`src/magnetometer_heading_assert.svh`:
```
// assertion macros shared by the magnetometer heading modules
`ifndef MAGNETOMETER_HEADING_ASSERT_SVH
`define MAGNETOMETER_HEADING_ASSERT_SVH

// same-cycle implication, checked while out of reset
`define MH_ASSERT_NOW(lbl, ante, cons) \
    lbl: assert property (@(posedge aclk) disable iff (!aresetn) (ante) |-> (cons)) \
        else $error("magnetometer heading check failed");

// next-cycle implication, checked while out of reset
`define MH_ASSERT_NEXT(lbl, ante, cons) \
    lbl: assert property (@(posedge aclk) disable iff (!aresetn) (ante) |=> (cons)) \
        else $error("magnetometer heading check failed");

`endif

```
`src/mh_pkg.sv`:
```
// shared types, constants and tables for the magnetometer heading block
package mh_pkg;

    localparam int SAMPLE_W = 16;
    localparam int CFG_W    = 16;
    localparam int DEC_W    = 9;
    localparam int IDX_W    = 3;

    localparam logic [IDX_W-1:0] REG_X_MIN = 3'd0;
    localparam logic [IDX_W-1:0] REG_X_MAX = 3'd1;
    localparam logic [IDX_W-1:0] REG_Y_MIN = 3'd2;
    localparam logic [IDX_W-1:0] REG_Y_MAX = 3'd3;
    localparam logic [IDX_W-1:0] REG_Z_MIN = 3'd4;
    localparam logic [IDX_W-1:0] REG_Z_MAX = 3'd5;
    localparam logic [IDX_W-1:0] REG_DECL  = 3'd6;

    localparam logic signed [CFG_W-1:0] X_MIN_RST = -16'sd5632;
    localparam logic signed [CFG_W-1:0] X_MAX_RST = 16'sd7152;
    localparam logic signed [CFG_W-1:0] Y_MIN_RST = -16'sd7112;
    localparam logic signed [CFG_W-1:0] Y_MAX_RST = 16'sd6327;
    localparam logic signed [CFG_W-1:0] Z_MIN_RST = -16'sd6085;
    localparam logic signed [CFG_W-1:0] Z_MAX_RST = 16'sd5785;
    localparam logic signed [DEC_W-1:0] DECL_RST  = 9'sd0;

    localparam int CORDIC_STEPS_DEF = 16;
    localparam int SAMPLE_BITS_DEF  = 16;
    localparam int QUEUE_DEPTH      = 4;

    // numerator magnitude, span magnitude, scaled dividend, quotient bits
    localparam int NMAG_W = 17;
    localparam int DMAG_W = 16;
    localparam int DIVN_W = 29;
    localparam int QUO_W  = 17;
    localparam int CMP_W  = 33;

    localparam int PX_W = 36;
    localparam int Z_W  = 35;
    localparam int AZ_LIMIT = 25736;
    localparam logic [33:0] PI_FIX      = 34'hC90FDAA0;
    localparam logic [33:0] HALF_PI_FIX = 34'h6487ED50;

    typedef struct packed {
        logic              num_neg;
        logic              den_neg;
        logic              num_zero;
        logic              den_zero;
        logic [NMAG_W-1:0] nmag;
        logic [DMAG_W-1:0] dmag;
    } axis_item_t;

    typedef struct packed {
        axis_item_t x;
        axis_item_t y;
        axis_item_t z;
    } norm_item_t;

    // atan(2^-i) scaled by 2^30
    function automatic logic [31:0] atan_entry(input int i);
        logic [31:0] v;
        case (i)
            0:       v = 32'h3243F6A8;
            1:       v = 32'h1DAC6705;
            2:       v = 32'h0FADBAFC;
            3:       v = 32'h07F56EA6;
            4:       v = 32'h03FEAB76;
            5:       v = 32'h01FFD55B;
            6:       v = 32'h00FFFAAA;
            7:       v = 32'h007FFF55;
            8:       v = 32'h003FFFEA;
            9:       v = 32'h001FFFFD;
            10:      v = 32'h000FFFFF;
            11:      v = 32'h0007FFFF;
            12:      v = 32'h0003FFFF;
            13:      v = 32'h0001FFFF;
            14:      v = 32'h0000FFFF;
            15:      v = 32'h00007FFF;
            16:      v = 32'h00003FFF;
            17:      v = 32'h00001FFF;
            18:      v = 32'h00000FFF;
            19:      v = 32'h000007FF;
            20:      v = 32'h000003FF;
            21:      v = 32'h000001FF;
            22:      v = 32'h000000FF;
            23:      v = 32'h0000007F;
            default: v = 32'h00000000;
        endcase
        return v;
    endfunction

endpackage

```
`src/mh_front.sv`:
```
// front end: sample sign extension, hard-iron numerator and span classification
module mh_front #(
    parameter int SAMPLE_BITS = mh_pkg::SAMPLE_BITS_DEF
) (
    input  logic signed [mh_pkg::SAMPLE_W-1:0] x_sample,
    input  logic signed [mh_pkg::SAMPLE_W-1:0] y_sample,
    input  logic signed [mh_pkg::SAMPLE_W-1:0] z_sample,
    input  logic signed [mh_pkg::CFG_W-1:0]    x_min,
    input  logic signed [mh_pkg::CFG_W-1:0]    x_max,
    input  logic signed [mh_pkg::CFG_W-1:0]    y_min,
    input  logic signed [mh_pkg::CFG_W-1:0]    y_max,
    input  logic signed [mh_pkg::CFG_W-1:0]    z_min,
    input  logic signed [mh_pkg::CFG_W-1:0]    z_max,
    output mh_pkg::norm_item_t                 item
);

    function automatic mh_pkg::axis_item_t classify(
        input logic signed [15:0] v,
        input logic signed [15:0] lo,
        input logic signed [15:0] hi
    );
        logic signed [17:0] num;
        logic signed [16:0] den;
        mh_pkg::axis_item_t a;
        num = (18'(v) <<< 1) - 18'(hi) - 18'(lo);
        den = 17'(hi) - 17'(lo);
        a.num_neg  = num[17];
        a.den_neg  = den[16];
        a.num_zero = (num == 18'sd0);
        a.den_zero = (den == 17'sd0);
        a.nmag     = num[17] ? 17'(-num) : 17'(num);
        a.dmag     = den[16] ? 16'(-den) : 16'(den);
        return a;
    endfunction

    logic signed [SAMPLE_BITS-1:0] xs_t, ys_t, zs_t;
    logic signed [15:0]            xs, ys, zs;

    assign xs_t = x_sample[SAMPLE_BITS-1:0];
    assign ys_t = y_sample[SAMPLE_BITS-1:0];
    assign zs_t = z_sample[SAMPLE_BITS-1:0];
    assign xs   = 16'(xs_t);
    assign ys   = 16'(ys_t);
    assign zs   = 16'(zs_t);

    assign item.x = classify(xs, x_min, x_max);
    assign item.y = classify(ys, y_min, y_max);
    assign item.z = classify(zs, z_min, z_max);

endmodule

```
`config.mk`:
```
export PLATFORM = sky130hd
export DESIGN_NAME = mh_front
export DESIGN_NICKNAME = d
export VERILOG_FILES = /design/src/magnetometer_heading_assert.svh /design/src/mh_pkg.sv /design/src/mh_front.sv
export SDC_FILE = /design/constraint.sdc
export NUM_CORES = 1
export LEC_CHECK = 0
export BUFFER_PORTS_ARGS = -buffer_cell sky130_fd_sc_hd__buf_2
export CAP_MARGIN = 10
export CELL_PAD_IN_SITES_DETAIL_PLACEMENT = 0
export CELL_PAD_IN_SITES_GLOBAL_PLACEMENT = 1
export CORE_AREA = 4 4 156 158
export DETAILED_ROUTE_END_ITERATION = 8
export DIE_AREA = 0 0 160 162
export PLACE_DENSITY = 0.88
export SLEW_MARGIN = 40
export SYNTH_ARGS = -nofsm -noshare
export SYNTH_HDL_FRONTEND = slang
export SYNTH_SLANG_ARGS = --single-unit
```
`constraint.sdc`:
```
create_clock -name vclk -period 5.9
set_clock_uncertainty 0.15 [all_clocks]
set_input_delay 0.59 -clock vclk [all_inputs]
set_output_delay 0.59 -clock vclk [all_outputs]
set_load 0.03 [all_outputs]
```
==> impl_metrics.env <==
export IMPL_synthesis_area_mm2=0.00900
export IMPL_commonest_non_fill_non_tap_cell_in_the_layout="sky130_fd_sc_hd__buf_2"
export IMPL_worst_ir_drop_vdd_mv=0.270
export IMPL_core_area_mm2=0.0231
export IMPL_cp_end_kind="output port"
export IMPL_timing_max_transition_violations_final=0
export IMPL_wl_per_cell_um=14.7
export IMPL_gr_usage_all_layers=0.187
export IMPL_yosysSeqAreaShare=0
export IMPL_synth_distinct_cells=63
export IMPL_final_cells=1751
export IMPL_drc=0
export IMPL_total_leakage_power_nw=5.25
export IMPL_synth_nets=1568
export IMPL_avgViaCountPerCell=5.29
export IMPL_final_fill_count=2397
export IMPL_cp_data_arrival_time_ns=4.79
export IMPL_number_of_maximum_capacitance_constraint_violations=0
export IMPL_grt_start_max_net_pins=20
export IMPL_dp_final_hpwl_um=22800
export IMPL_cts_repair_timing_setup_buffer_count=0
export IMPL_vias=9266
export IMPL_p_total_mw=3.38
export IMPL_postSynthAreaPerCell_um2=7.40
export IMPL_final_hold_violation_count=0
export IMPL_timing_critical_path_slowest_stage_cell="sky130_fd_sc_hd__or4_1"
export IMPL_die_width_um=160
export IMPL_place_detailed_instances=1747
export IMPL_drt_pass1_iterations=5
export IMPL_die_h_um=162
export IMPL_grt_pass1_vias=8884
export IMPL_cp_data_required_time_ns=5.16
export IMPL_floorplan_die_area_mm2=0.0259
export IMPL_clkbuf_count=0
export IMPL_number_of_antenna_violations_at_the_first_check_in_global_routing=3
export IMPL_post_synth_inst_count=1217
export IMPL_layout_cell_share_with_drive_strength_beyond_1=0.192
export IMPL_finalSetupTns_ns=0
export IMPL_relSlewSlack=0.495
export IMPL_start_util=0.389
export IMPL_design_portCount=255
export IMPL_period_minus_slack_ns=5.53
export IMPL_min_period_over_period=0.938
export IMPL_timing_critical_path_to="item[31]"
export IMPL_fp_row_count=56
export IMPL_most_common_layout_cells="sky130_fd_sc_hd__buf_2, sky130_fd_sc_hd__ha_1, sky130_fd_sc_hd__inv_1"
export IMPL_area_used_by_multi_input_combinational_logic_mm2=0.00835
export IMPL_worstHoldStart="y_sample[0]"
export IMPL_rsz0062_at_grt="no"
export IMPL_power_density_mw_per_mm2=319
export IMPL_wl_um=25700
export IMPL_status="finished clean"
export IMPL_grt_first_pass_wirelength_um=42200
export IMPL_fmax_ghz=0.181
export IMPL_cp_start_kind="primary input"
export IMPL_postRouteAntennaNets=0
export IMPL_path_cells="buf_2 > inv_1 > ha_1 > inv_1 > ha_1 > or2_2 > fa_1 > a211oi_1 > o21ai_0 > a211oi_1 > o31ai_1 > xor2_1 > or4_1 > o41ai_1 > xnor2_1 > buf_2"
export IMPL_cp_slowest_stage_delay_ns=0.63
export IMPL_worst_path_max_fanout=5
export IMPL_worst_slew_pin_transition_ns=0.754
export IMPL_grt_overflow_total=0
export IMPL_n_sequential_cell=0
export IMPL_place_gp_congestion=0.905
export IMPL_ys_warn_count=0
export IMPL_worst_setup_path_startpoint="z_min[0]"
export IMPL_setup_viol_count_final=0
export IMPL_numPortBuffers=255
export IMPL_final_net_count=1810
export IMPL_drt_first_iter_violations=551
export IMPL_crit_type="primary input to output port"
export IMPL_timing_hold_worst_class="primary input to output port"
export IMPL_regArea_um2=0
export IMPL_area_growth_pct=17.8
-- cell usage after synthesis, drive strengths merged (17+ instances only) --
master | number | area (µm²)
a31oi | 20 | 125
nand3 | 31 | 155
o21ai | 58 | 290
o21bai | 17 | 128
xnor2 | 131 | 1170
xor2 | 42 | 368
a21oi | 89 | 445
inv | 153 | 574
o31ai | 20 | 164
ha | 156 | 1950
nor2 | 98 | 368
fa | 51 | 1020
nor2b | 26 | 163
nor3 | 27 | 135
nand2 | 63 | 236
-- report_power, final --
group | switching [mW] | total [mW] | internal (mW)
combinational | 2.24 | 3.38 | 1.14
clock | 0 | 0.0000000909 | 0.0000000909
sequential | 0 | 0 | 0
total | 2.24 | 3.38 | 1.14
-- per-stage QoR --
step | setup WS [ns] | utilization | hold slack, ns | instance area, µm²
floorplan | 0.217 | - | 1.21 | 9000
global placement | 0.342 | 0.458 | 1.40 | 10600
detailed placement | 0.233 | 0.458 | 1.40 | 10600
CTS | 0.228 | 0.458 | 1.40 | 10600
global route | 0.0972 | 0.458 | 1.43 | 10600
finish | 0.368 | 0.459 | 1.39 | 10600
-- critical path: cells and delay by family --
kind                       cells  cell delay, ns
adders and majority gates      3            0.96
and+or+nand+nor                2            0.94
buffers and inverters          4            0.48
xor gates and xnor gates       2            0.36
AOI/OAI and AO/OA              5            1.46
-- what timing repair did --
action,CTS,global route
gates resized for setup,0,2
hold buffers,0,0
endpoints found under the hold margin,0,0
setup endpoints to repair,0,2
-- kinds of logic (layout without fill, tap and decap cells) --
group           count (synthesis)  after routing  share of synthesized area
buf+inv                       172            412                     0.0735
mux                             2              2                    0.00222
compound gates                312            312                      0.228
xor+xnor                      173            173                      0.170
other cells                     0              4                          0
simple gates                  351            351                      0.196
fa+ha+maj                     207            207                      0.330
-- final cells by class --
| type | count | share of cell area |
|---|---|---|
| Multi-Input combinational cell | 1045 | 0.788 |
| Timing Repair Buffer | 258 | 0.122 |
| Antenna cell | 4 | 0.000944 |
| Inverter | 154 | 0.0545 |
| Tap cell | 290 | 0.0342 |
-- layer usage --
layer  track usage  part of all wire  vias to the layer above
met1         0.267              0.47                     4297
met4        0.0203            0.0090                        0
li1              -                 -                     4690
met2         0.318              0.46                      259
met5             0                 0                        -
met3        0.0183             0.060                       20
-- worst min-delay path by stage --
stage / to / slack (ns) / cells past startpoint
2_1_floorplan: item[16] / 1.21 / 1
3_3_place_gp: item[53] / 1.40 / 3
3_5_place_dp: item[53] / 1.40 / 3
4_1_cts: item[53] / 1.40 / 3
5_1_grt: item[53] / 1.43 / 3
6_report: item[53] / 1.39 / 3
Note: power is estimated with default switching activity, not from simulation.
