<file path="src/magnetometer_heading_assert.svh">
// assertion macros shared by the magnetometer heading modules
`ifndef MAGNETOMETER_HEADING_ASSERT_SVH
`define MAGNETOMETER_HEADING_ASSERT_SVH

// same-cycle implication, checked while out of reset
`define MH_ASSERT_NOW(lbl, ante, cons) \
    lbl: assert property (@(posedge aclk) disable iff (!aresetn) (ante) |-> (cons)) \
        else $error("magnetometer heading check failed");

// next-cycle implication, checked while out of reset
`define MH_ASSERT_NEXT(lbl, ante, cons) \
    lbl: assert property (@(posedge aclk) disable iff (!aresetn) (ante) |=> (cons)) \
        else $error("magnetometer heading check failed");

`endif

</file>
<file path="src/mh_pkg.sv">
// shared types, constants and tables for the magnetometer heading block
package mh_pkg;

    localparam int SAMPLE_W = 16;
    localparam int CFG_W    = 16;
    localparam int DEC_W    = 9;
    localparam int IDX_W    = 3;

    localparam logic [IDX_W-1:0] REG_X_MIN = 3'd0;
    localparam logic [IDX_W-1:0] REG_X_MAX = 3'd1;
    localparam logic [IDX_W-1:0] REG_Y_MIN = 3'd2;
    localparam logic [IDX_W-1:0] REG_Y_MAX = 3'd3;
    localparam logic [IDX_W-1:0] REG_Z_MIN = 3'd4;
    localparam logic [IDX_W-1:0] REG_Z_MAX = 3'd5;
    localparam logic [IDX_W-1:0] REG_DECL  = 3'd6;

    localparam logic signed [CFG_W-1:0] X_MIN_RST = -16'sd5632;
    localparam logic signed [CFG_W-1:0] X_MAX_RST = 16'sd7152;
    localparam logic signed [CFG_W-1:0] Y_MIN_RST = -16'sd7112;
    localparam logic signed [CFG_W-1:0] Y_MAX_RST = 16'sd6327;
    localparam logic signed [CFG_W-1:0] Z_MIN_RST = -16'sd6085;
    localparam logic signed [CFG_W-1:0] Z_MAX_RST = 16'sd5785;
    localparam logic signed [DEC_W-1:0] DECL_RST  = 9'sd0;

    localparam int CORDIC_STEPS_DEF = 16;
    localparam int SAMPLE_BITS_DEF  = 16;
    localparam int QUEUE_DEPTH      = 4;

    // numerator magnitude, span magnitude, scaled dividend, quotient bits
    localparam int NMAG_W = 17;
    localparam int DMAG_W = 16;
    localparam int DIVN_W = 29;
    localparam int QUO_W  = 17;
    localparam int CMP_W  = 33;

    localparam int PX_W = 36;
    localparam int Z_W  = 35;
    localparam int AZ_LIMIT = 25736;
    localparam logic [33:0] PI_FIX      = 34'hC90FDAA0;
    localparam logic [33:0] HALF_PI_FIX = 34'h6487ED50;

    typedef struct packed {
        logic              num_neg;
        logic              den_neg;
        logic              num_zero;
        logic              den_zero;
        logic [NMAG_W-1:0] nmag;
        logic [DMAG_W-1:0] dmag;
    } axis_item_t;

    typedef struct packed {
        axis_item_t x;
        axis_item_t y;
        axis_item_t z;
    } norm_item_t;

    // atan(2^-i) scaled by 2^30
    function automatic logic [31:0] atan_entry(input int i);
        logic [31:0] v;
        case (i)
            0:       v = 32'h3243F6A8;
            1:       v = 32'h1DAC6705;
            2:       v = 32'h0FADBAFC;
            3:       v = 32'h07F56EA6;
            4:       v = 32'h03FEAB76;
            5:       v = 32'h01FFD55B;
            6:       v = 32'h00FFFAAA;
            7:       v = 32'h007FFF55;
            8:       v = 32'h003FFFEA;
            9:       v = 32'h001FFFFD;
            10:      v = 32'h000FFFFF;
            11:      v = 32'h0007FFFF;
            12:      v = 32'h0003FFFF;
            13:      v = 32'h0001FFFF;
            14:      v = 32'h0000FFFF;
            15:      v = 32'h00007FFF;
            16:      v = 32'h00003FFF;
            17:      v = 32'h00001FFF;
            18:      v = 32'h00000FFF;
            19:      v = 32'h000007FF;
            20:      v = 32'h000003FF;
            21:      v = 32'h000001FF;
            22:      v = 32'h000000FF;
            23:      v = 32'h0000007F;
            default: v = 32'h00000000;
        endcase
        return v;
    endfunction

endpackage

</file>
<file path="src/mh_queue.sv">
// short queue between the front end and the arithmetic pipeline
module mh_queue (
    input  logic               aclk,
    input  logic               aresetn,
    input  logic               push,
    input  mh_pkg::norm_item_t din,
    input  logic               pop,
    output mh_pkg::norm_item_t dout,
    output logic               full,
    output logic               empty
);
    `include "magnetometer_heading_assert.svh"

    localparam int DEPTH = mh_pkg::QUEUE_DEPTH;
    localparam int PTR_W = $clog2(DEPTH);
    localparam int CNT_W = $clog2(DEPTH + 1);

    mh_pkg::norm_item_t mem_reg [DEPTH];
    logic [PTR_W-1:0]   wr_ptr_reg, rd_ptr_reg;
    logic [CNT_W-1:0]   count_reg;
    logic               push_ok, pop_ok;

    assign full    = (count_reg == CNT_W'(DEPTH));
    assign empty   = (count_reg == '0);
    assign push_ok = push && !full;
    assign pop_ok  = pop && !empty;
    assign dout    = mem_reg[rd_ptr_reg];

    always_ff @(posedge aclk) begin
        if (push_ok) begin
            mem_reg[wr_ptr_reg] <= din;
        end
    end

    always_ff @(posedge aclk) begin
        if (!aresetn) begin
            wr_ptr_reg <= '0;
            rd_ptr_reg <= '0;
            count_reg  <= '0;
        end else begin
            if (push_ok) begin
                wr_ptr_reg <= (wr_ptr_reg == PTR_W'(DEPTH - 1)) ? '0 : wr_ptr_reg + 1'b1;
            end
            if (pop_ok) begin
                rd_ptr_reg <= (rd_ptr_reg == PTR_W'(DEPTH - 1)) ? '0 : rd_ptr_reg + 1'b1;
            end
            count_reg <= count_reg + CNT_W'(push_ok) - CNT_W'(pop_ok);
        end
    end

    `MH_ASSERT_NOW(a_q_count_max, 1'b1, count_reg <= CNT_W'(DEPTH))
    `MH_ASSERT_NEXT(a_q_count_step, 1'b1, count_reg == $past(count_reg) + CNT_W'($past(push_ok)) - CNT_W'($past(pop_ok)))

endmodule

</file>
<file path="config.mk">
export PLATFORM = sky130hd
export DESIGN_NAME = mh_queue
export DESIGN_NICKNAME = d
export VERILOG_FILES = /design/src/mh_pkg.sv /design/src/mh_queue.sv
export VERILOG_INCLUDE_DIRS = /design/src /design/src/src
export SDC_FILE = /design/constraint.sdc
export NUM_CORES = 1
export LEC_CHECK = 0
export BUFFER_PORTS_ARGS = -buffer_cell sky130_fd_sc_hd__buf_2
export CELL_PAD_IN_SITES_DETAIL_PLACEMENT = 2
export CELL_PAD_IN_SITES_GLOBAL_PLACEMENT = 2
export CORE_AREA = 2 2 189 228
export CTS_CLUSTER_SIZE = 8
export DETAILED_ROUTE_END_ITERATION = 6
export DIE_AREA = 0 0 191 230
export GPL_TIMING_DRIVEN = 0
export PLACE_DENSITY_LB_ADDON = 0.15
export SYNTH_ARGS = -nofsm -noshare
export SYNTH_HDL_FRONTEND = slang
export SYNTH_SLANG_ARGS = --single-unit
</file>
<file path="constraint.sdc">
create_clock -name aclk -period 5.82 [get_ports aclk]
set_clock_uncertainty 0.05 [all_clocks]
set_input_delay 0 -clock aclk [delete_from_list [all_inputs] [get_ports aclk]]
set_output_delay 0 -clock aclk [all_outputs]
set_load 0.01 [all_outputs]
</file>
==> flow_metrics.tcl <==
set metrics [dict create \
    pre_cts_ws_ns 3.12 \
    synth.area.top_cells "edfxtp_1, mux4_2, dfxtp_1, buf_6, ha_1" \
    numPortBuffers 227 \
    grt.total_usage_pct 18.5 \
    pin_count 228 \
    synth_area_per_cell_sq_um 26.1 \
    crit_chain "nor3b_1, nor2b_1, clkbuf_1, and2_4, buf_16" \
    status "complete, no violations" \
    clk_latency_ns 0.57 \
    syn_inst 632 \
    yosys.area_share.adder_pct 0.653 \
    grt_max_degree 58 \
    dieArea_sq_um 43900 \
    fillers 3618 \
    cts_root_buf "clkbuf_16" \
    coreArea_sq_um 41600 \
    cts_max_path_buffers 3 \
    final_util_pct 51.5 \
    clock_sinks 453 \
    fin_crit_ns 2.67 \
    fin_setup_tns_ns 0 \
    crit_required_ns 5.99 \
    drive_gt1_share_pct 41.6 \
    drt-total-wl_microns 38800 \
    synth-xor-area-share_pct 0.106 \
    post-place-cells 1409 \
    timing.final.crit_share_pct 45.9 \
    synth_top_family_by_area "multiplexers" \
    critPathCaptureType "flop" \
    nets 1169 \
    synth_edf_count 444 \
    clk_pin_slew_ns 0.05 \
    ys_seq_elements 453 \
    rrSetupSlack_ns 3.15 \
    ant_nets 0 \
    h-tree-depth 3 \
    path_max_fanout 57 \
    grt_pass1_vias 9539 \
    drv_cap 0 \
    die_w_microns 191 \
    grt_antenna_before_repair 1 \
    grt_pass1_wl_microns 59400 \
    place_hpwl_microns 23300 \
    wl_per_cell_microns 24.2 \
    timing.final.max_slew_violations 0 \
    worst_setup_path_start_kind "flop" \
    hold_class "in2reg" \
    powerDensity_nw_per_um2 442 \
    p_leak_nw 7.32 \
    detail_route.first_pass.iterations 4 \
    slew_headroom_pct 38.0 \
    synthArstFlopShare_pct 0 \
    cp.arrival_ns 2.84 \
    num_rows 82 \
    yosys.area_share.simple_pct 0.622 \
    start_util_pct 39.7 \
    synth_most_common_cell "edfxtp_1" \
    synth_cell_type_count 21 \
    setup_viol 0 \
    cts_buffers 66 \
    drt_iter0_markers 394 \
    synth-compound-area-share_pct 0.106 \
    slowest_delay_ns 0.82 \
    syn2layout_area_growth_pct 29.8 \
    rsz0062_at_grt "false" \
    grt_overflow 0 \
    die_h_microns 230 \
    synth.area.mux_share_pct 15.3 \
    yosys.area.top_type "edfxtp_1" \
    synth_commonest_cells "edfxtp_1, mux4_2, buf_2, buf_6, dfxtp_1" \
    worstSetupPathType "reg2reg" \
    critPathSlowestCell "and2_4" \
    yosysSeqAreaShare_pct 82.0 \
    place_congestion 0.724 \
    peakVddDrop_uv 256 \
    fin_ws_ns 3.15 \
    instances_no_fill 1605 \
    vias 8054 \
    hold_viol 0 \
    worst_slew_pin_slew_ns 0.930 \
    largest_reg_flops 444 \
    crit_family "simple AND/OR/NAND/NOR gates" \
    netlist_area_sq_um 16500 \
    max_freq_mhz 374 \
    syn_nets 755 \
    synth_flop_cell "edfxtp_1" \
    path_buf_inv 2 \
    avgViaCountPerCell 5.02 \
    cts_tree "built" \
    remaining_drc_errors 0 \
    yosysWarnings 0 \
    synth_top_area_share_pct 80.9 \
]
[routing by layer]
layer	vias up	GRT usage, %	share of wire, %
met5	-	0	0
met4	0	7.97	2.6
met3	69	3.92	5.1
met2	240	32.5	53
met1	4223	21.7	39
li1	3522	-	-
[through the flow]
| step | hold slack [ns] | power, mW | instance area (sq um) |
|---|---|---|---|
| final | 0.125 | 9.46 | 21400 |
| after CTS | 0.0759 | 9.62 | 21400 |
| after floorplan | 0.0489 | 5.30 | 16500 |
| after global placement | 0.159 | 6.02 | 18300 |
| after global routing | 0.131 | 9.88 | 21400 |
| after detailed placement | 0.167 | 6.09 | 18400 |
[cell families (layout without fill, tap and decap cells)]
kind of cell             count (synthesis)  in the layout
AO/OA/AOI/OAI                            3              3
AND/OR/NAND/NOR                         20             20
adder cells (fa/ha/maj)                  8              8
other                                    0              2
flip-flops                             453            453
multiplexers                           113            113
buffers and inverters                   33            458
XOR/XNOR                                 2              2
[layout by cell type, fill, tap and decap left out, types with 2 or more instances in the layout]
| cell type | synthesis | final |
|---|---|---|
| and2_4 | 0 | 4 |
| clkbuf_1 | 5 | 11 |
| mux2i_1 | 2 | 2 |
| diode_2 | 0 | 2 |
| nand3_1 | 2 | 2 |
| buf_2 | 11 | 238 |
| xnor2_1 | 2 | 2 |
| o21ai_0 | 2 | 2 |
| and2_1 | 7 | 3 |
| edfxtp_1 | 444 | 444 |
| dlygate4sd3_1 | 0 | 115 |
| mux4_2 | 111 | 111 |
| dfxtp_1 | 9 | 9 |
| buf_6 | 9 | 9 |
| nand2_1 | 6 | 6 |
| buf_16 | 0 | 4 |
| clkbuf_16 | 0 | 71 |
| inv_1 | 7 | 7 |
| nor2_1 | 2 | 2 |
| ha_1 | 7 | 7 |
[cell type report]
type                            instances  area (sq um)  share of cell area (%)
Buffer                                 26           183                   0.854
Clock buffer                           77          1800                    8.41
Clock inverter                          2          13.8                  0.0643
Sequential cell                       453         13500                    63.2
Inverter                                7          26.3                   0.123
Multi-Input combinational cell        146          2780                    13.0
Timing Repair Buffer                  346          2400                    11.2
Antenna cell                            2          5.00                  0.0234
Tap cell                              546           683                    3.19
[power breakdown]
group          total (mW)  internal, mW  switching (mW)
logic                1.96         0.927            1.03
clock network        3.43          2.14            1.29
registers            4.07          3.98          0.0958
total                9.46          7.04            2.42
[repair_timing]
| item | 4_1_cts | 5_1_grt |
|---|---|---|
| hold buffers | 115 | 0 |
| buffers inserted | 0 | 0 |
| resized for setup | 0 | 0 |
| endpoints found under the hold margin | 453 | 0 |
[path summary, 6_finish.rpt]
kind,from,to,cells past startpoint
setup / recovery,count_reg[2],mem_reg[0][43],5
hold / removal,din[100],mem_reg[2][100],2
setup reg to reg,count_reg[2],mem_reg[0][43],5
hold reg to reg,wr_ptr_reg[1],wr_ptr_reg[1],2
Power figures use the tool's default switching activity.
