**src/magnetometer_heading_assert.svh**
```systemverilog
// assertion macros shared by the magnetometer heading modules
`ifndef MAGNETOMETER_HEADING_ASSERT_SVH
`define MAGNETOMETER_HEADING_ASSERT_SVH

// same-cycle implication, checked while out of reset
`define MH_ASSERT_NOW(lbl, ante, cons) \
    lbl: assert property (@(posedge aclk) disable iff (!aresetn) (ante) |-> (cons)) \
        else $error("magnetometer heading check failed");

// next-cycle implication, checked while out of reset
`define MH_ASSERT_NEXT(lbl, ante, cons) \
    lbl: assert property (@(posedge aclk) disable iff (!aresetn) (ante) |=> (cons)) \
        else $error("magnetometer heading check failed");

`endif

```
**src/mh_pkg.sv**
```systemverilog
// shared types, constants and tables for the magnetometer heading block
package mh_pkg;

    localparam int SAMPLE_W = 16;
    localparam int CFG_W    = 16;
    localparam int DEC_W    = 9;
    localparam int IDX_W    = 3;

    localparam logic [IDX_W-1:0] REG_X_MIN = 3'd0;
    localparam logic [IDX_W-1:0] REG_X_MAX = 3'd1;
    localparam logic [IDX_W-1:0] REG_Y_MIN = 3'd2;
    localparam logic [IDX_W-1:0] REG_Y_MAX = 3'd3;
    localparam logic [IDX_W-1:0] REG_Z_MIN = 3'd4;
    localparam logic [IDX_W-1:0] REG_Z_MAX = 3'd5;
    localparam logic [IDX_W-1:0] REG_DECL  = 3'd6;

    localparam logic signed [CFG_W-1:0] X_MIN_RST = -16'sd5632;
    localparam logic signed [CFG_W-1:0] X_MAX_RST = 16'sd7152;
    localparam logic signed [CFG_W-1:0] Y_MIN_RST = -16'sd7112;
    localparam logic signed [CFG_W-1:0] Y_MAX_RST = 16'sd6327;
    localparam logic signed [CFG_W-1:0] Z_MIN_RST = -16'sd6085;
    localparam logic signed [CFG_W-1:0] Z_MAX_RST = 16'sd5785;
    localparam logic signed [DEC_W-1:0] DECL_RST  = 9'sd0;

    localparam int CORDIC_STEPS_DEF = 16;
    localparam int SAMPLE_BITS_DEF  = 16;
    localparam int QUEUE_DEPTH      = 4;

    // numerator magnitude, span magnitude, scaled dividend, quotient bits
    localparam int NMAG_W = 17;
    localparam int DMAG_W = 16;
    localparam int DIVN_W = 29;
    localparam int QUO_W  = 17;
    localparam int CMP_W  = 33;

    localparam int PX_W = 36;
    localparam int Z_W  = 35;
    localparam int AZ_LIMIT = 25736;
    localparam logic [33:0] PI_FIX      = 34'hC90FDAA0;
    localparam logic [33:0] HALF_PI_FIX = 34'h6487ED50;

    typedef struct packed {
        logic              num_neg;
        logic              den_neg;
        logic              num_zero;
        logic              den_zero;
        logic [NMAG_W-1:0] nmag;
        logic [DMAG_W-1:0] dmag;
    } axis_item_t;

    typedef struct packed {
        axis_item_t x;
        axis_item_t y;
        axis_item_t z;
    } norm_item_t;

    // atan(2^-i) scaled by 2^30
    function automatic logic [31:0] atan_entry(input int i);
        logic [31:0] v;
        case (i)
            0:       v = 32'h3243F6A8;
            1:       v = 32'h1DAC6705;
            2:       v = 32'h0FADBAFC;
            3:       v = 32'h07F56EA6;
            4:       v = 32'h03FEAB76;
            5:       v = 32'h01FFD55B;
            6:       v = 32'h00FFFAAA;
            7:       v = 32'h007FFF55;
            8:       v = 32'h003FFFEA;
            9:       v = 32'h001FFFFD;
            10:      v = 32'h000FFFFF;
            11:      v = 32'h0007FFFF;
            12:      v = 32'h0003FFFF;
            13:      v = 32'h0001FFFF;
            14:      v = 32'h0000FFFF;
            15:      v = 32'h00007FFF;
            16:      v = 32'h00003FFF;
            17:      v = 32'h00001FFF;
            18:      v = 32'h00000FFF;
            19:      v = 32'h000007FF;
            20:      v = 32'h000003FF;
            21:      v = 32'h000001FF;
            22:      v = 32'h000000FF;
            23:      v = 32'h0000007F;
            default: v = 32'h00000000;
        endcase
        return v;
    endfunction

endpackage

```
**src/mh_norm.sv**
```systemverilog
// pipelined restoring divider: scales each axis by its half-span into Q4.12
module mh_norm (
    input  logic                      aclk,
    input  logic                      aresetn,
    input  logic                      en,
    input  logic                      in_valid,
    input  mh_pkg::norm_item_t        in_item,
    output logic                      out_valid,
    output logic signed [15:0]        out_nx,
    output logic signed [15:0]        out_ny,
    output logic signed [15:0]        out_nz
);

    localparam int STAGES = mh_pkg::QUO_W;

    typedef struct packed {
        logic [mh_pkg::DIVN_W-1:0] rem;
        logic [mh_pkg::QUO_W-1:0]  quo;
        logic [mh_pkg::DMAG_W-1:0] dmag;
        logic                      ov;
        logic                      num_neg;
        logic                      den_neg;
        logic                      num_zero;
        logic                      den_zero;
    } div_stage_t;

    function automatic div_stage_t load(input mh_pkg::axis_item_t a);
        div_stage_t s;
        logic [mh_pkg::DIVN_W-1:0] n;
        n          = {a.nmag, 12'b0};
        s.rem      = n;
        s.quo      = '0;
        s.dmag     = a.dmag;
        // quotient would not fit the quotient bits
        s.ov       = (mh_pkg::CMP_W'(n) >= (mh_pkg::CMP_W'(a.dmag) << mh_pkg::QUO_W));
        s.num_neg  = a.num_neg;
        s.den_neg  = a.den_neg;
        s.num_zero = a.num_zero;
        s.den_zero = a.den_zero;
        return s;
    endfunction

    function automatic div_stage_t step(input div_stage_t s, input int k);
        div_stage_t r;
        logic [mh_pkg::CMP_W-1:0] dsh;
        r   = s;
        dsh = mh_pkg::CMP_W'(s.dmag) << k;
        if (mh_pkg::CMP_W'(s.rem) >= dsh) begin
            r.rem = s.rem - dsh[mh_pkg::DIVN_W-1:0];
            r.quo = s.quo | (mh_pkg::QUO_W'(1) << k);
        end
        return r;
    endfunction

    function automatic logic signed [15:0] finish(input div_stage_t s);
        logic signed [15:0] v;
        if (s.den_zero) begin
            v = s.num_zero ? 16'sd0 : (s.num_neg ? -16'sd32768 : 16'sd32767);
        end else if (s.num_neg ^ s.den_neg) begin
            if (s.ov || (s.quo > 17'd32768)) begin
                v = -16'sd32768;
            end else begin
                v = 16'(-s.quo);
            end
        end else begin
            if (s.ov || (s.quo > 17'd32767)) begin
                v = 16'sd32767;
            end else begin
                v = s.quo[15:0];
            end
        end
        return v;
    endfunction

    logic       v_reg [0:STAGES];
    div_stage_t sx_reg [0:STAGES];
    div_stage_t sy_reg [0:STAGES];
    div_stage_t sz_reg [0:STAGES];
    logic               out_valid_reg;
    logic signed [15:0] nx_reg, ny_reg, nz_reg;

    always_ff @(posedge aclk) begin
        if (!aresetn) begin
            v_reg[0] <= 1'b0;
        end else if (en) begin
            v_reg[0] <= in_valid;
        end
    end

    always_ff @(posedge aclk) begin
        if (en) begin
            sx_reg[0] <= load(in_item.x);
            sy_reg[0] <= load(in_item.y);
            sz_reg[0] <= load(in_item.z);
        end
    end

    for (genvar g = 0; g < STAGES; g++) begin : g_div
        always_ff @(posedge aclk) begin
            if (!aresetn) begin
                v_reg[g+1] <= 1'b0;
            end else if (en) begin
                v_reg[g+1] <= v_reg[g];
            end
        end
        always_ff @(posedge aclk) begin
            if (en) begin
                sx_reg[g+1] <= step(sx_reg[g], STAGES - 1 - g);
                sy_reg[g+1] <= step(sy_reg[g], STAGES - 1 - g);
                sz_reg[g+1] <= step(sz_reg[g], STAGES - 1 - g);
            end
        end
    end

    always_ff @(posedge aclk) begin
        if (!aresetn) begin
            out_valid_reg <= 1'b0;
        end else if (en) begin
            out_valid_reg <= v_reg[STAGES];
        end
    end

    always_ff @(posedge aclk) begin
        if (en) begin
            nx_reg <= finish(sx_reg[STAGES]);
            ny_reg <= finish(sy_reg[STAGES]);
            nz_reg <= finish(sz_reg[STAGES]);
        end
    end

    assign out_valid = out_valid_reg;
    assign out_nx    = nx_reg;
    assign out_ny    = ny_reg;
    assign out_nz    = nz_reg;

endmodule

```
**config.mk**
```make
export PLATFORM = sky130hd
export DESIGN_NAME = mh_norm
export DESIGN_NICKNAME = d
export VERILOG_FILES = /design/src/magnetometer_heading_assert.svh /design/src/mh_pkg.sv /design/src/mh_norm.sv
export SDC_FILE = /design/constraint.sdc
export NUM_CORES = 2
export LEC_CHECK = 0
export BUFFER_PORTS_ARGS = -buffer_cell sky130_fd_sc_hd__buf_2
export CAP_MARGIN = 20
export CORE_ASPECT_RATIO = 0.5
export CORE_MARGIN = 10
export CORE_UTILIZATION = 45
export DETAILED_ROUTE_END_ITERATION = 7
export GPL_TIMING_DRIVEN = 1
export SLEW_MARGIN = 20
export SYNTH_ARGS = -nofsm -noshare
export SYNTH_HDL_FRONTEND = slang
export SYNTH_SLANG_ARGS = --single-unit
```
**constraint.sdc**
```tcl
create_clock -name aclk -period 5.22 [get_ports aclk]
set_input_delay 0.522 -clock aclk [delete_from_list [all_inputs] [get_ports aclk]]
set_output_delay 0.522 -clock aclk [all_outputs]
set_load 0.05 [all_outputs]
```
==> results.toml <==
[drt]
drc = 0
vias = 79800
drt_wl_total_mm = 247
wl_per_cell_um = 16.1
drt_iter0_markers = 5513
routed_via_density = 5.20
dr.pass1.iters = 6
ant_nets = 0

[yosys]
synth_enable_flop_cells = 2675
yosysSeqAreaShare = 0.602
synth_top_area_cell = "edfxtp_1"
synth_common_cells = "edfxtp_1 (2675), inv_1 (1081), ha_1 (837)"
ys_types = 96
synth.most_common_cell = "edfxtp_1"
syn_nets = 11800
syn_avg_cell_area_um2 = 12.4
synth_top_area_frac = 0.601
synthArstFlopShare = 0
synthCells = 10800
synthTopCellsByArea = "edfxtp_1 (60%), ha_1 (7.8%), inv_1 (3.0%), xnor2_1 (2.8%), o21ai_0 (2.7%)"
synth_ff_type = "edfxtp_1"
synth-seq-cells = 2677
netlist_area_um2 = 134000
ys.warnings.count = 0

[clock_tree]
cts.path.max_buffers = 4
tritoncts = "yes"
cts-htree-levels = 4
holdBufCountCts = 113
cts_resized = 0
insertion_delay_ns = 0.92
cts_setup_buffers = 0
cts_made_buffers = 248
clk_pin_slew_ns = 0.06
root_buffer = "clkbuf_16"
clock-sinks = 2677

[global_routing]
grt_pass1_vias = 77000
antenna_found_initial = 3
grt_max_degree = 153
grt_pass1_wl_mm = 402
grt.overflow.total = 0
grt_usage = 0.150

[timing]
setup-violations-final = 0
post-route-period-util = 0.742
finalHoldViolations = 0
rsz0062_at_grt = "false"
skew_ns = 0.0760
slew_viol_final = 0
fmax_ghz = 0.258
layout_setup_ws_ns = 1.35
period_minus_slack_ns = 3.87
max_slew_margin = 0.268
worstMarginPinSlew_ns = 1.09
tns_ns = 0

[critical_path]
start_kind = "flop"
cp_slowest_cell = "or3_1"
path_cells = "inv_1 -> fa_1 -> a21o_1 -> a21o_1 -> a21oi_1 -> a21oi_1 -> a31oi_1 -> nor2b_1 -> o21a_1 -> or3_1 -> mux2_2"
cp.required_ns = 5.81
worstPathArrival_ns = 4.46
critPathKind = "reg2reg"
worstPathMaxFanout = 17
crit_path_max_incr_delay_ns = 0.72
critPathCaptureType = "flop"

[place]
preCtsSetupSlack_ns = 1.34
dpl.hpwl_mm = 180
place_inst = 14800
gp_congestion = 0.878
place_area_um2 = 140000
io_buffers = 163

[flow_run]
maxCapViolCount = 0

[floorplanning]
initial_core_util = 0.452
die-area_um2 = 320000
row_count = 141
fp.dieH_um = 405
core_um2 = 295000
ios = 164
dieWidth_um = 791

[pwr]
p_total_uw = 70100
powerDensity_nw_per_um2 = 471
power.leakage_uw = 0.0575
ir_worst_vdd_v = 0.000329

[finish]
final_nets = 12200
antenna-diode-count = 0
fin_area_um2 = 149000
area_growth_pct = 11.4
drive_gt1_frac = 0.0832
fin_cells = 15400

[min_path]
worstHoldPathType = "in2reg"

[outcome]
outcome = "finished clean"
area by class of cell:
class | count | area [um^2]
sequential | 2677 | 80400
timing repair buffer | 356 | 2820
fill | 25400 | 147000
clock buffer | 282 | 6350
clock inverter | 167 | 1590
inverter | 1083 | 4070
tap | 3932 | 4920
multi-input combinational | 6862 | 48700
cell usage in the layout (no fill, tap or decap), types with 98 or more instances in the layout:
cell	netlist	routed
o21a_1	114	114
edfxtp_1	2675	2675
buf_2	13	162
clkbuf_16	0	249
nand2_1	728	727
nand3_1	137	137
nand4_1	98	98
nor2b_1	144	143
a21oi_1	610	607
nor2_1	626	625
inv_1	1081	1081
ha_1	837	837
nand2b_1	109	109
a21o_1	251	251
or3_1	110	110
xor2_1	348	347
o21ai_0	723	721
mux2_2	230	230
dlygate4sd3_1	0	113
nor3_1	236	236
xnor2_1	431	431
nor4_1	100	98
logic make-up (layout without fill, tap and decap cells):
group	count (synthesis)	after routing	share of synthesized area
flip-flops	2677	2677	0.602
AND/OR/NAND/NOR	2581	2581	0.0944
AO/OA/AOI/OAI	2357	2357	0.110
buffers and inverters	1248	1888	0.0354
adder cells (fa/ha/maj)	885	885	0.0856
XOR/XNOR	779	779	0.0511
multiplexers	260	260	0.0219
worst max-delay path: cells and delay by family (launching register included):
family          cells  cell delay, ns
fa+ha+maj           1            0.46
mux                 1            0.41
compound gates      6            1.42
buf+inv             1            0.09
simple gates        2            0.82
flops               1            0.39
metal layers:
metal / share of wire / GRT usage / wire length, um
met3: 0.039 / 0.0212 / 9700
met1: 0.51 / 0.224 / 125000
met5: 0.000057 / 0 / 14
met2: 0.43 / 0.229 / 106000
met4: 0.024 / 0.0386 / 6020
path summary, 6_finish.rpt:
| kind | startpoint | to | slack [ns] | depth (start not counted) |
|---|---|---|---|---|
| min reg2reg | sx_reg[11][36] | sx_reg[12][36] | 0.40 | 0 |
| max | sy_reg[15][5] | sy_reg[16][40] | 1.35 | 11 |
| min | en | sx_reg[2][19] | 0.21 | 1 |
| max reg2reg | sy_reg[15][5] | sy_reg[16][40] | 1.35 | 11 |
power breakdown:
group	switching (uW)	leakage, uW	internal [uW]	total, uW
Clock	7910	0.00389	10000	17900
Combinational	11500	0.0277	9320	20800
Sequential	2440	0.0259	28900	31300
per-stage QoR:
| step | util | hold slack [ns] |
|---|---|---|
| final | 0.504 | 0.214 |
| after global routing | 0.504 | 0.179 |
| after CTS | 0.504 | 0.142 |
| after detailed placement | 0.473 | 0.405 |
| after global placement | 0.473 | 0.400 |
| after floorplan | - | 0.400 |
(Power assumes the default switching activity.)
